`config.mk`:
```
export PLATFORM = sky130hd
export DESIGN_NAME = decimal_text_to_integer
export DESIGN_NICKNAME = d
export VERILOG_FILES = /design/src/hw/rtl/dtoi_pkg.sv /design/src/hw/rtl/decimal_text_to_integer.sv /design/src/hw/rtl/dtoi_cfg.sv /design/src/hw/rtl/dtoi_parse.sv
export SDC_FILE = /design/constraint.sdc
export NUM_CORES = 1
export LEC_CHECK = 0
export ABC_AREA = 1
export CAP_MARGIN = 20
export CORE_MARGIN = 3
export CORE_UTILIZATION = 60
export CTS_CLUSTER_DIAMETER = 120
export DETAILED_ROUTE_END_ITERATION = 10
export DONT_BUFFER_PORTS = 1
export GPL_TIMING_DRIVEN = 0
export PLACE_DENSITY_LB_ADDON = 0.25
export RECOVER_POWER = 100
export SYNTH_ARGS = -nofsm -noshare
export SYNTH_HDL_FRONTEND = slang
export SYNTH_SLANG_ARGS = --single-unit
```
`constraint.sdc`:
```
create_clock -name clk -period 13.7 [get_ports clk]
set_input_delay 0.685 -clock clk [delete_from_list [all_inputs] [get_ports clk]]
set_output_delay 0.685 -clock clk [all_outputs]
set_load 0.1 [all_outputs]
```
`src/hw/rtl/dtoi_pkg.sv`:
```
// ----------------------------------------------------------------------------
// dtoi_pkg: shared types and constants for the decimal text converter
// Character codes, parse phases, status codes, configuration register indexes
// and the magnitude limit function used by the configuration logic.
// ----------------------------------------------------------------------------
package dtoi_pkg;

	// Characters of interest
	localparam logic [7:0] CH_PLUS  = 8'h2B;
	localparam logic [7:0] CH_MINUS = 8'h2D;
	localparam logic [7:0] CH_ZERO  = 8'h30;
	localparam logic [7:0] CH_NINE  = 8'h39;
	localparam logic [7:0] CH_SPACE = 8'h20;
	localparam logic [7:0] CH_TAB   = 8'h09;
	localparam logic [7:0] CH_CR    = 8'h0D;

	// Configuration register indexes
	localparam logic REG_WIDTH_SELECT = 1'b0;
	localparam logic REG_IS_SIGNED    = 1'b1;

	// Target width codes (anything else means 64 bits)
	localparam logic [1:0] WS_16 = 2'd0;
	localparam logic [1:0] WS_32 = 2'd1;

	typedef enum logic [2:0] {
		PH_LEAD  = 3'd0,
		PH_PLUS  = 3'd1,
		PH_MINUS = 3'd2,
		PH_DIGIT = 3'd3,
		PH_TRAIL = 3'd4,
		PH_JUNK  = 3'd5,
		PH_BAD   = 3'd6
	} phase_t;

	typedef enum logic [1:0] {
		ST_OK      = 2'd0,
		ST_INVALID = 2'd1,
		ST_RANGE   = 2'd2,
		ST_NOT_INT = 2'd3
	} status_t;

	// Configuration as seen by the parser
	typedef struct packed {
		logic        is_signed;
		logic [63:0] lim_pos;
		logic [63:0] lim_neg;
	} cfg_t;

	// One finished conversion
	typedef struct packed {
		logic [63:0] value;
		status_t     status;
	} result_t;

	function automatic logic is_ws(input logic [7:0] c);
		return (c == CH_SPACE) || ((c >= CH_TAB) && (c <= CH_CR));
	endfunction

	function automatic logic is_dig(input logic [7:0] c);
		return (c >= CH_ZERO) && (c <= CH_NINE);
	endfunction

	// Largest magnitude the target accepts for the given sign
	function automatic logic [63:0] mag_limit(input logic [1:0] ws, input logic sgn,
		input logic neg);
		logic [63:0] full;
		logic [63:0] half;
		case (ws)
			WS_16: begin
				full = 64'h0000_0000_0000_FFFF;
				half = 64'h0000_0000_0000_8000;
			end
			WS_32: begin
				full = 64'h0000_0000_FFFF_FFFF;
				half = 64'h0000_0000_8000_0000;
			end
			default: begin
				full = 64'hFFFF_FFFF_FFFF_FFFF;
				half = 64'h8000_0000_0000_0000;
			end
		endcase
		if (sgn) begin
			return neg ? half : (half - 64'd1);
		end
		return full;
	endfunction

endpackage

```
`src/hw/rtl/decimal_text_to_integer.sv`:
```
// ----------------------------------------------------------------------------
// decimal_text_to_integer: decimal text to integer converter
// Streams characters in and gives the parsed value and status on the word
// marked last.
// ----------------------------------------------------------------------------
// The block takes one character word per clock and gives one result word for
// each word with tlast set: the accepted word is loaded into the input
// register, and its parse step carries the result into the output register.
// The per-character multiply-by-ten, add and limit compare are combinational,
// so a word can be accepted every cycle; the output register lets input
// continue while a result waits to be taken, and input stalls only when a
// text-ending word finds that result still held. Configuration is to be
// written while the stream is idle; the block itself does not enforce this.
module decimal_text_to_integer (
	input  logic        clk,
	input  logic        arst_n,
	// Character stream
	input  logic        s_axis_tvalid,
	output logic        s_axis_tready,
	input  logic [7:0]  s_axis_tdata,   // [7:0] char_code
	input  logic        s_axis_tuser,   // [0] char_valid
	input  logic        s_axis_tlast,
	// Result stream
	output logic        m_axis_tvalid,
	input  logic        m_axis_tready,
	output logic [71:0] m_axis_tdata,   // [63:0] value, [65:64] status, [71:66] zero
	// Configuration
	input  logic        cfg_we,
	input  logic        cfg_index,
	input  logic [1:0]  cfg_wdata
);

	dtoi_pkg::cfg_t    cfg;
	dtoi_pkg::result_t result;

	logic       valid_s1;
	logic [7:0] char_s1;
	logic       cvalid_s1;
	logic       last_s1;
	logic       out_free;
	logic       step;

	logic              out_valid_q;
	dtoi_pkg::result_t out_q;

	dtoi_cfg u_cfg (
		.clk       (clk),
		.arst_n    (arst_n),
		.cfg_we    (cfg_we),
		.cfg_index (cfg_index),
		.cfg_wdata (cfg_wdata),
		.cfg       (cfg)
	);

	dtoi_parse u_parse (
		.clk        (clk),
		.arst_n     (arst_n),
		.cfg        (cfg),
		.step       (step),
		.char_code  (char_s1),
		.char_valid (cvalid_s1),
		.last       (last_s1),
		.result     (result)
	);

	// Handshake: a word ending the text needs room in the output register
	assign out_free      = !out_valid_q || m_axis_tready;
	assign step          = valid_s1 && (!last_s1 || out_free);
	assign s_axis_tready = !valid_s1 || step;

	// Input register
	always_ff @(posedge clk or negedge arst_n) begin
		if (!arst_n) begin
			valid_s1 <= 1'b0;
		end else if (s_axis_tready) begin
			valid_s1 <= s_axis_tvalid;
		end
	end

	always_ff @(posedge clk) begin
		if (s_axis_tready && s_axis_tvalid) begin
			char_s1   <= s_axis_tdata;
			cvalid_s1 <= s_axis_tuser;
			last_s1   <= s_axis_tlast;
		end
	end

	// Output register: load on end of text, drop when taken
	always_ff @(posedge clk or negedge arst_n) begin
		if (!arst_n) begin
			out_valid_q <= 1'b0;
		end else if (step && last_s1) begin
			out_valid_q <= 1'b1;
		end else if (m_axis_tready) begin
			out_valid_q <= 1'b0;
		end
	end

	always_ff @(posedge clk) begin
		if (step && last_s1) begin
			out_q <= result;
		end
	end

	assign m_axis_tvalid = out_valid_q;
	assign m_axis_tdata  = {6'd0, out_q.status, out_q.value};

`ifndef SYNTHESIS
	// An error result carries zero
	a_err_zero: assert property (@(posedge clk) disable iff (!arst_n)
		(out_valid_q && (out_q.status != dtoi_pkg::ST_OK)) |-> (out_q.value == 64'd0))
		else $error("error result with nonzero value");

	// A held input word blocks new input
	a_hold_blocks: assert property (@(posedge clk) disable iff (!arst_n)
		(valid_s1 && !step) |-> !s_axis_tready)
		else $error("input accepted over a held word");

	// End of text always yields a result word
	a_last_gives_result: assert property (@(posedge clk) disable iff (!arst_n)
		(step && last_s1) |=> out_valid_q)
		else $error("end of text did not load a result");

	// A pending result is never overwritten
	a_no_overwrite: assert property (@(posedge clk) disable iff (!arst_n)
		(out_valid_q && !m_axis_tready) |-> !(step && last_s1))
		else $error("result overwritten before being taken");
`endif

endmodule

```
`src/hw/rtl/dtoi_cfg.sv`:
```
// ----------------------------------------------------------------------------
// dtoi_cfg: configuration registers
// Holds target width and signedness and derives the magnitude limits for
// positive and negative results.
// ----------------------------------------------------------------------------
module dtoi_cfg (
	input  logic               clk,
	input  logic               arst_n,
	input  logic               cfg_we,
	input  logic               cfg_index,
	input  logic [1:0]         cfg_wdata,
	output dtoi_pkg::cfg_t     cfg
);

	logic [1:0] width_select_q;
	logic       is_signed_q;

	// Take register writes
	always_ff @(posedge clk or negedge arst_n) begin
		if (!arst_n) begin
			width_select_q <= dtoi_pkg::WS_32;
			is_signed_q    <= 1'b1;
		end else if (cfg_we) begin
			case (cfg_index)
				dtoi_pkg::REG_WIDTH_SELECT: width_select_q <= cfg_wdata;
				dtoi_pkg::REG_IS_SIGNED:    is_signed_q    <= cfg_wdata[0];
				default: ;
			endcase
		end
	end

	// Derive limits
	always_comb begin
		cfg.is_signed = is_signed_q;
		cfg.lim_pos   = dtoi_pkg::mag_limit(width_select_q, is_signed_q, 1'b0);
		cfg.lim_neg   = dtoi_pkg::mag_limit(width_select_q, is_signed_q, 1'b1);
	end

endmodule

```
`src/hw/rtl/dtoi_parse.sv`:
```
// ----------------------------------------------------------------------------
// dtoi_parse: parse state machine and accumulator
// Steps the phase and the magnitude by one character per enabled cycle and
// forms the result for an item that ends the text.
// ----------------------------------------------------------------------------
module dtoi_parse (
	input  logic                clk,
	input  logic                arst_n,
	input  dtoi_pkg::cfg_t      cfg,
	input  logic                step,
	input  logic [7:0]          char_code,
	input  logic                char_valid,
	input  logic                last,
	output dtoi_pkg::result_t   result
);

	dtoi_pkg::phase_t ph_q, ph_d;
	logic        neg_q, neg_d;
	logic [63:0] mag_q, mag_d;
	logic [63:0] nmag_q, nmag_d;
	logic        ovf_q, ovf_d;
	logic        seen_q, seen_d;
	logic        junk_q, junk_d;

	logic        c_ws, c_dig, c_plus, c_minus;
	logic [3:0]  dval;
	logic [63:0] lim_cur;
	logic [67:0] mac;
	logic [63:0] nmac;
	logic        mac_over;
	logic        took;
	logic        over;

	// Register state; clear after the item that ends the text
	always_ff @(posedge clk or negedge arst_n) begin
		if (!arst_n) begin
			ph_q   <= dtoi_pkg::PH_LEAD;
			neg_q  <= 1'b0;
			mag_q  <= '0;
			nmag_q <= '0;
			ovf_q  <= 1'b0;
			seen_q <= 1'b0;
			junk_q <= 1'b0;
		end else if (step) begin
			if (last) begin
				ph_q   <= dtoi_pkg::PH_LEAD;
				neg_q  <= 1'b0;
				mag_q  <= '0;
				nmag_q <= '0;
				ovf_q  <= 1'b0;
				seen_q <= 1'b0;
				junk_q <= 1'b0;
			end else begin
				ph_q   <= ph_d;
				neg_q  <= neg_d;
				mag_q  <= mag_d;
				nmag_q <= nmag_d;
				ovf_q  <= ovf_d;
				seen_q <= seen_d;
				junk_q <= junk_d;
			end
		end
	end

	// Classify the character and form value * 10 + digit, plain and negated
	always_comb begin
		c_ws     = dtoi_pkg::is_ws(char_code);
		c_dig    = dtoi_pkg::is_dig(char_code);
		c_plus   = (char_code == dtoi_pkg::CH_PLUS);
		c_minus  = (char_code == dtoi_pkg::CH_MINUS);
		dval     = char_code[3:0];
		lim_cur  = neg_q ? cfg.lim_neg : cfg.lim_pos;
		mac      = {1'b0, mag_q, 3'b000} + {3'b000, mag_q, 1'b0} + {64'd0, dval};
		nmac     = {nmag_q[60:0], 3'b000} + {nmag_q[62:0], 1'b0} - {60'd0, dval};
		mac_over = (mac > {4'd0, lim_cur});
	end

	// Next phase and accumulator
	always_comb begin
		ph_d   = ph_q;
		neg_d  = neg_q;
		mag_d  = mag_q;
		nmag_d = nmag_q;
		ovf_d  = ovf_q;
		seen_d = seen_q;
		junk_d = junk_q;
		took   = 1'b0;
		if (char_valid) begin
			case (ph_q)
				dtoi_pkg::PH_LEAD, dtoi_pkg::PH_PLUS: begin
					if ((ph_q == dtoi_pkg::PH_LEAD) && c_ws) begin
						ph_d = ph_q;
					end else if ((ph_q == dtoi_pkg::PH_LEAD) && c_plus) begin
						ph_d = dtoi_pkg::PH_PLUS;
					end else if (c_minus) begin
						if (cfg.is_signed) begin
							neg_d = 1'b1;
							ph_d  = dtoi_pkg::PH_MINUS;
						end else begin
							ph_d = dtoi_pkg::PH_BAD;
						end
					end else if (c_dig) begin
						took = 1'b1;
					end else begin
						ph_d = dtoi_pkg::PH_BAD;
					end
				end
				dtoi_pkg::PH_MINUS: begin
					if (c_dig) begin
						took = 1'b1;
					end else begin
						ph_d = dtoi_pkg::PH_BAD;
					end
				end
				dtoi_pkg::PH_DIGIT: begin
					if (c_dig) begin
						took = 1'b1;
					end else if (c_ws) begin
						ph_d = dtoi_pkg::PH_TRAIL;
					end else begin
						ph_d   = dtoi_pkg::PH_JUNK;
						junk_d = 1'b1;
					end
				end
				dtoi_pkg::PH_TRAIL: begin
					if (!c_ws) begin
						ph_d   = dtoi_pkg::PH_JUNK;
						junk_d = 1'b1;
					end
				end
				default: ;
			endcase
		end
		// Accumulate a digit unless the range is already blown
		if (took) begin
			seen_d = 1'b1;
			ph_d   = dtoi_pkg::PH_DIGIT;
			if (!ovf_q) begin
				if (mac_over) begin
					ovf_d = 1'b1;
				end else begin
					mag_d  = mac[63:0];
					nmag_d = nmac;
				end
			end
		end
	end

	// Final status; a freshly accumulated magnitude is already within limit
	always_comb begin
		over = ovf_d || (!took && (mag_q > lim_cur));
		result.value = '0;
		if (!seen_d) begin
			result.status = dtoi_pkg::ST_INVALID;
		end else if (over) begin
			result.status = dtoi_pkg::ST_RANGE;
		end else if (junk_d) begin
			result.status = dtoi_pkg::ST_NOT_INT;
		end else begin
			result.status = dtoi_pkg::ST_OK;
			result.value  = neg_d ? nmag_d : mag_d;
		end
	end

`ifndef SYNTHESIS
	// Parse state starts over after the text ends
	a_clear_after_last: assert property (@(posedge clk) disable iff (!arst_n)
		(step && last) |=> (ph_q == dtoi_pkg::PH_LEAD) && (mag_q == 64'd0) && !seen_q)
		else $error("parse state not cleared after end of text");

	// Negated accumulator tracks the magnitude
	a_nmag_track: assert property (@(posedge clk) disable iff (!arst_n)
		1'b1 |-> (nmag_q == (64'd0 - mag_q)))
		else $error("negated magnitude out of step");
`endif

endmodule
```
# Word-level counts from Yosys, hierarchy flattened

Index checks and enable logic that the tools add are counted.

Eq/ne operators: 11
$add $sub $neg: 5
Bitwise logic cells: 2
$lt $le $gt $ge: 6
Reductions and logical operators: 28
Multiplexer cells: 57

Operators with widths:

| cell                                                                   | count |
|---|---|
| 64-bit 2-to-1 mux                                                      | 14 |
| 64-bit case mux with 2 select lines                                    | 2 |
| 67-bit by 65-bit adder with 68-bit output                              | 1 |
| 68-bit by 4-bit adder with 68-bit output                               | 1 |
| 68-bit by 64-bit > comparator with 1-bit output                        | 1 |
| 64-bit adder                                                           | 1 |
| 64-bit > comparator                                                    | 1 |
| 64-bit by 1-bit subtractor with 64-bit output (second input constant)  | 1 |
| 64-bit by 4-bit subtractor with 64-bit output                          | 1 |
| 3-bit 2-to-1 mux                                                       | 10 |
| 1-bit 2-to-1 mux                                                       | 26 |
| 8-bit by 6-bit == test with 1-bit output (second input constant)       | 3 |
| 3-bit case mux with 4 select lines                                     | 1 |
| 8-bit by 4-bit >= comparator with 1-bit output (second input constant) | 1 |
| 8-bit by 6-bit >= comparator with 1-bit output (second input constant) | 1 |
| 8-bit by 4-bit <= comparator with 1-bit output (second input constant) | 1 |
| 8-bit by 6-bit <= comparator with 1-bit output (second input constant) | 1 |
| 1-bit logical AND                                                      | 8 |
| 4-bit inequality test (second input constant)                          | 2 |
| 3-bit by 2-bit == test with 1-bit output (second input constant)       | 2 |
| 6-bit AND reduction                                                    | 1 |
| 6-bit nonzero test                                                     | 1 |
| 1-bit logical OR                                                       | 5 |
| 1-bit logical NOT                                                      | 4 |
| other kinds (14)                                                       | 19 |

Register bits: 216
Input bits: 18
Output and inout bits: 74
Logic and storage cells: 125

# Longest topological paths before layout

Gate-level depths: netlist (run 1).

Depth after elaboration: 12
Gate-level depth with buffers: 38
Depth with buffers taken out: 36

# Cells and area by module

From an unflattened synthesis (run 1), not the netlist that was laid out.

Cells, all modules: 3,933
Area, all modules: 26,366.5 µm²

Modules (own cells, without submodules):

| module                  | area an instance (µm²) | cells each | instances |
|---|---|---|---|
| dtoi_parse              | 22,799.4               | 3,680      | 1 |
| decimal_text_to_integer | 2,441.1                | 98         | 1 |
| dtoi_cfg                | 1,126.1                | 155        | 1 |

# Worst setup path before layout (run 1)

Ideal clock, no wire load.

Path type: reg-to-reg
Start point: register char_s1[3]
End point: register out_q (netlist bit m_axis_tdata[1]), data pin
Buffers on the path: 2
Data arrival time: 4.593 ns
Stages on the path, launching flop included: 33
Data required time: 13.445 ns
Setup slack: 8.852 ns
Path through: edfxtp_1 -> fa_1 -> inv_1 -> fa_1 -> nand3b_1 -> nand2_1 -> nand2_1 -> nand2_1 -> nand2_1 -> nand2_1 -> nand2_1 -> nand2_2 -> inv_1 -> o21bai_1 -> nand2_1 -> nand3_1 -> nand2_1 -> nand2_1 -> inv_1 -> ha_1 -> nand2_1 -> inv_1 -> nand3_1 -> nor3_1 -> nand2_1 -> nor3_1 -> nand4_1 -> nand2_1 -> clkbuf_1 -> clkbuf_1 -> nand4_1 -> nand3_1 -> a21oi_2

Longest elaborated chain between the ends: 12
Elaborated cells between the ends (all ways): 45
Those cells by class: add/sub: 1; order compare: 5; eq/ne: 3; mux: 26; bitwise: 1; reduce/logical: 9

Ends and longest elaborated chain:

| what                                                                                              | RTL line                       | source |
|---|---|---|
| from (decl)                                                                                       | decimal_text_to_integer.sv:37  | `logic [7:0] char_s1;` |
| from (signal assigned)                                                                            | decimal_text_to_integer.sv:82  | `char_s1 <= s_axis_tdata;` |
| parallel branches: the longest is 12 deep, another holds 68-bit by 4-bit adder with 68-bit output | -                              |  |
| to (signal assigned)                                                                              | decimal_text_to_integer.sv:101 | `out_q <= result;` |
| to (decl)                                                                                         | decimal_text_to_integer.sv:44  | `dtoi_pkg::result_t out_q;` |

Several ways; the timed one is not identified.
A chain may end at the register's enable or synchronous reset.

# Worst setup path in the final report (run 1)

Start point: register char_s1[3]
End point: register out_q (netlist bit m_axis_tdata[30]), data pin

The elaborated chain is that of the path after synthesis.

==> results of run 1 <==
[how the worst max path moves through the flow]
stage	startpoint	cells after the start	end
finish	char_s1[3]	32	m_axis_tdata[30]
global route	arst_n	1	u_parse.mag_q[60]
CTS	char_s1[3]	32	m_axis_tdata[7]
detailed placement	char_s1[3]	32	m_axis_tdata[7]
global placement	char_s1[3]	32	m_axis_tdata[7]
floorplan	char_s1[3]	32	m_axis_tdata[1]
[cells by family after synthesis]
family	after synthesis	share of synthesized area (%)
other	1	0.0150
AND/OR/NAND/NOR	1558	26.7
XOR/XNOR	110	3.85
flip-flops	216	23.1
adder cells (fa/ha/maj)	383	19.3
AO/OA/AOI/OAI	696	15.9
buffers and inverters	720	11.2
[flip-flops by register name, indices dropped and copies added, names as in the netlist]
register              count
m_axis_tdata             66
u_parse.mag_q            64
u_parse.nmag_q           64
char_s1                   8
u_parse.ph_q              3
u_cfg.width_select_q      2
cvalid_s1                 1
last_s1                   1
m_axis_tvalid             1
u_cfg.is_signed_q         1
u_parse.junk_q            1
u_parse.neg_q             1
u_parse.ovf_q             1
u_parse.seen_q            1
valid_s1                  1
[worst register-to-register path: cells and delay by family, from the launching register on]
kind                     cells  cell delay (ps)
adder cells (fa/ha/maj)      3             1380
flip-flops                   1              540
AO/OA/AOI/OAI                2              530
buffers and inverters        6             1690
AND/OR/NAND/NOR             21             3300
[routing by layer]
metal	track usage, %	share of wire (%)
met1	50.5	43
met2	60.3	45
met3	4.52	7.7
met4	16.2	5.0
met5	0	0
[Yosys cell counts, types with 27 or more instances]
library cell	n
nand2_1	758
nor3_1	27
nand3_1	272
clkbuf_1	54
edfxtp_1	76
xnor2_1	41
a21oi_2	59
a21oi_1	231
nor2_1	330
xor2_1	69
o21ai_1	39
ha_1	379
inv_1	612
nand4_1	124
o21ai_0	249
dfrtp_1	138
[area by class of cell]
cell class	instances	area, um^2
Buffer	101	445
Clock buffer	29	651
Clock inverter	17	249
Fill cell	3985	14500
Inverter	619	2320
Multi-Input combinational cell	2753	16300
Sequential cell	216	5790
Tap cell	532	666
Timing Repair Buffer	6	68.8
[stage by stage]
| step | instances | setup WS (ps) | area (um^2) | util [%] |
|---|---|---|---|---|
| detailed placement | 4224 | 6420 | 25800 | 62.9 |
| floorplan | 3689 | 8850 | 25100 | - |
| global placement | 4221 | 6470 | 25700 | 62.7 |
| finish | 4273 | 5970 | 26500 | 64.6 |
| CTS | 4272 | 6390 | 26700 | 65.1 |
| global route | 4273 | 4810 | 26500 | 64.6 |
[power by group]
group | switching (mW) | total [mW] | internal [mW]
registers | 0.0870 | 0.785 | 0.698
logic | 1.06 | 1.52 | 0.457
clock network | 0.293 | 0.749 | 0.456
total | 1.44 | 3.06 | 1.61
[what timing repair did]
item	4_1_cts	5_1_grt
buffers inserted	0	0
hold endpoints to repair	138	0
hold buffers	2	0
==> results.sh, run 1 <==
export IMPL_status="finished, violations left"
export IMPL_violations="capacitance limit, slew limit"
export IMPL_crit_type="register to register"
export IMPL_end_kind="register"
export IMPL_cts_root_buf="clkbuf_16"
export IMPL_max_freq_mhz=129
export IMPL_maxCapViolCount=2
export IMPL_ioPinCount=92
export IMPL_fin_tns_setup_ps=0
export IMPL_final_hold_viol_count=0
export IMPL_tightest_slew_ps=7970
export IMPL_nNetsFinal=4123
export IMPL_finalPower_mw=3.06
export IMPL_cts_repair_resized=0
export IMPL_skew_ps=15.2
export IMPL_die_h_um=210
export IMPL_setup_violations=0
export IMPL_postSynth_asyncResetShare_pct=64.8
export IMPL_syn_area_um2=25000
export IMPL_holdPathStages=1
export IMPL_min_delay_start="cfg_index"
export IMPL_final_common_cell="nand2_1"
export IMPL_critPathLaunchType="register"
export IMPL_drive_gt1_share_pct=2.78
export IMPL_slew_headroom_pct=-432
export IMPL_grt_pass1_wl_um=129000
export IMPL_path_buf_inv=6
export IMPL_drc=0
export IMPL_global_route_overflow_total=0
export IMPL_hold_slack_ps=201
export IMPL_wl_per_cell_um=19.8
export IMPL_dr_first_iter_drc_count=2703
export IMPL_firstDrtPassIters=8
export IMPL_cp_slowest_cell="clkbuf_1"
export IMPL_avgSynthCellArea_um2=6.80
export IMPL_min_to="u_cfg.is_signed_q"
export IMPL_core_region_area_um2=41000
export IMPL_cp_arrival_ps=7970
export IMPL_first_global_vias=23700
export IMPL_hp_class="primary input to register"
export IMPL_clkTransAtPathRegs_ps=60
export IMPL_worstSkewPairLatency_ps=550
export IMPL_yosysTopAreaCellShare_pct=18.9
export IMPL_rr_startpoint="char_s1[3]"
export IMPL_critPathTopFamily="simple AND/OR/NAND/NOR gates"
export IMPL_synth_top_cell_by_area="ha_1"
export IMPL_cts_sinks=216
export IMPL_p_leak_nw=14.4
export IMPL_antenna_found_initial=0
export IMPL_rrSetupSlack_ps=5970
export IMPL_vdd_drop_max_uv=135
export IMPL_via_per_inst=5.96
export IMPL_port_buffers=0
export IMPL_vias=25500
export IMPL_finalCritPeriodShare_pct=56.4
export IMPL_clockBufferDepth=3
export IMPL_worst_r2r_cell_count=32
export IMPL_path_max_fanout=10
export IMPL_power_density_nw_per_um2=115
export IMPL_required_ps=13940
export IMPL_crit_path_frequent_cell="nand2_1"
export IMPL_final_max_slew_viol_count=181
export IMPL_layout_common_cells="759 x nand2_1, 612 x inv_1, 379 x ha_1"
export IMPL_synth_distinct_cells=55
export IMPL_grtUsageTotal_pct=37.2
export IMPL_initial_core_util_pct=61.1
export IMPL_die_w_um=210
export IMPL_fp_dieArea_um2=44200
export IMPL_ys_warnings_count=0
export IMPL_ant_nets=0
export IMPL_cts_inserted_buffers=25
export IMPL_fp_row_count=74
export IMPL_routed_wl_um=84800
export IMPL_cts_tree="done"
export IMPL_globalplace_congestion=0.998
export IMPL_antennaDiodeCount=0
export IMPL_seq_area_frac_synth_pct=23.1
export IMPL_min_period_ps=7730
export IMPL_ys_seq_elements=216
export IMPL_htreeDepth=1
export IMPL_rsz0062_at_grt="false"
export IMPL_r2r_end="m_axis_tdata[30]"
export IMPL_area_growth_pct=5.75
export IMPL_dp_hpwl_um=69700
export IMPL_grt_max_degree=139
export IMPL_synth_ff_type="dfrtp_1"
export IMPL_synth_area_leaders="ha_1 19%, dfrtp_1 14%, nand2_1 11%"
export IMPL_synth_edff_count=76
export IMPL_slowest_delay_ps=730
export IMPL_netlist_instances=3684
Power figures use the tool's default switching activity.
==> run 2, diff against run 1 <==
==> constraint.sdc (replaced) <==
create_clock -name clk -period 7.15 [get_ports clk]
set_input_delay 0.3575 -clock clk [delete_from_list [all_inputs] [get_ports clk]]
set_output_delay 0.3575 -clock clk [all_outputs]
set_load 0.1 [all_outputs]
==> run 2 against run 1 <==
  * The flow still finishes with violations (capacitance limit, slew limit)
  * Sequential power increased by 91%
  * Hold slack got worse by 200 ps
  * Wire length about the same
  * Die area unchanged
  * Flip-flop and latch count unchanged
  * Critical path type unchanged
  * Critical endpoint is now m_axis_tdata[61]
  * Largest cell class unchanged
  * Largest power group unchanged
  * Highest routed layer unchanged
==> results.sh, run 2 (synthesis gave the netlist of run 1 again) <==
export IMPL_end_kind="register"
export IMPL_hold_slack_ps=4.43
export IMPL_status="finished, violations left"
export IMPL_holdPathStages=3
export IMPL_final_hold_viol_count=0
export IMPL_crit_path_start="char_s1[3]"
export IMPL_antenna_found_initial=0
export IMPL_min_delay_start="m_axis_tready"
export IMPL_crit_path_frequent_cell="nand2_1"
export IMPL_final_seq_area_um2=5790
export IMPL_cts_sinks=216
export IMPL_globalplace_congestion=0.998
export IMPL_htreeDepth=1
export IMPL_clockBufferDepth=3
export IMPL_tightest_slew_ps=3800
export IMPL_cp_depth=33
export IMPL_rsz0062_at_grt="false"
export IMPL_worstSkewPairLatency_ps=560
export IMPL_design_area_um2=26700
export IMPL_setup_violations=0
export IMPL_fp_row_count=74
export IMPL_critPathLaunchType="register"
export IMPL_die_h_um=210
export IMPL_drive_gt1_share_pct=3.46
export IMPL_finalCritPeriodShare_pct=97.5
export IMPL_fp_dieArea_um2=44200
export IMPL_ant_nets=0
export IMPL_vias=25500
export IMPL_grt_max_degree=141
export IMPL_required_ps=7450
export IMPL_cts_root_buf="clkbuf_16"
export IMPL_cts_inserted_buffers=25
export IMPL_slowest_delay_ps=640
export IMPL_initial_core_util_pct=61.1
export IMPL_grtUsageTotal_pct=37.3
export IMPL_multiInputGateArea_um2=16400
export IMPL_skew_ps=18.2
export IMPL_grt_pass1_wl_um=129000
export IMPL_dp_hpwl_um=69700
export IMPL_fill_cells=3940
export IMPL_area_growth_pct=6.76
export IMPL_max_freq_mhz=143
export IMPL_firstDrtPassIters=6
export IMPL_cp_slowest_cell="fa_1"
export IMPL_vdd_drop_max_uv=263
export IMPL_path_max_fanout=12
export IMPL_placed_area_um2=25800
export IMPL_routed_wl_um=84800
export IMPL_hp_class="primary input to register"
export IMPL_layout_common_cells="757 x nand2_1, 612 x inv_1, 379 x ha_1"
export IMPL_core_region_area_um2=41000
export IMPL_die_w_um=210
export IMPL_global_route_overflow_total=0
export IMPL_rr_startpoint="char_s1[3]"
export IMPL_cts_tree="done"
export IMPL_largest_reg_flops=66
export IMPL_critPathTopFamily="simple AND/OR/NAND/NOR gates"
export IMPL_worst_r2r_cell_count=33
export IMPL_maxCapViolCount=2
export IMPL_min_period_ps=6970
export IMPL_final_max_slew_viol_count=183
export IMPL_first_global_vias=23800
export IMPL_drc=0
export IMPL_via_per_inst=5.94
export IMPL_crit_type="register to register"
export IMPL_violations="capacitance limit, slew limit"
export IMPL_path_buf_inv=5
export IMPL_cp_arrival_ps=7270
export IMPL_clkTransAtPathRegs_ps=60
export IMPL_finalPower_mw=5.86
export IMPL_slew_headroom_pct=-154
export IMPL_port_buffers=0
export IMPL_nNetsFinal=4137
export IMPL_power_density_nw_per_um2=219
export IMPL_p_leak_nw=14.5
export IMPL_final_common_cell="nand2_1"
export IMPL_dr_first_iter_drc_count=2670
export IMPL_wl_per_cell_um=19.8
export IMPL_ioPinCount=92
export IMPL_antennaDiodeCount=0
run 2: final cells by class:
| type | count | area share [%] |
|---|---|---|
| inverters | 619 | 8.69 |
| multi-input cells | 2753 | 61.2 |
| flip-flops and latches | 216 | 21.6 |
| plain buffers | 100 | 1.78 |
| well taps | 532 | 2.49 |
| repair buffers | 21 | 0.824 |
| clock buffers | 29 | 2.43 |
| clock inverters | 17 | 0.931 |
run 2: worst register-to-register path, delay by kind of cell, from the launching register on:
| kind | cells | cell delay (ps) |
|---|---|---|
| AND/OR/NAND/NOR | 23 | 3400 |
| buffers and inverters | 5 | 520 |
| adder cells (fa/ha/maj) | 3 | 1380 |
| flip-flops | 1 | 540 |
| AO/OA/AOI/OAI | 2 | 890 |
run 2: through the flow:
step | utilization (%) | worst slack [ps] | std cells | TNS, ps
2_1_floorplan | - | 2300 | 3689 | 0
3_3_place_gp | 62.7 | -80.5 | 4221 | -233
3_5_place_dp | 62.9 | -128 | 4224 | -712
4_1_cts | 65.5 | 76.5 | 4286 | 0
5_1_grt | 65.2 | 16.3 | 4287 | 0
6_report | 65.2 | 180 | 4287 | 0
run 2: path summary, 6_finish.rpt:
path                                 endpoint  slack (ps)
max in group asynchronous    u_parse.mag_q[5]        3280
min in group asynchronous  u_parse.nmag_q[11]        1510
setup reg to reg             m_axis_tdata[61]         180
hold reg to reg            u_parse.nmag_q[63]         500
hold / removal                  m_axis_tvalid           4
setup / recovery             m_axis_tdata[61]         180
run 2: timing repair:
item / CTS / global route
hold buffers: 17 / 0
endpoints found under the setup margin: 12 / 107
gates resized for setup: 0 / 3
buffers inserted: 0 / 0
hold endpoints to repair: 154 / 0
run 2: power breakdown:
part | switching, mW | internal, mW
Clock | 0.566 | 0.874
Sequential | 0.167 | 1.34
Combinational | 2.03 | 0.884
Total | 2.76 | 3.09
run 2: routing by layer:
metal	GRT usage (%)	vias up	share of wire [%]	wire length [um]
met5	0	-	0	0
met4	16.4	0	5.1	4290
met3	4.61	228	8.0	6810
met2	60.4	1129	45	37800
met1	50.4	11700	42	35900
li1	-	12400	-	-
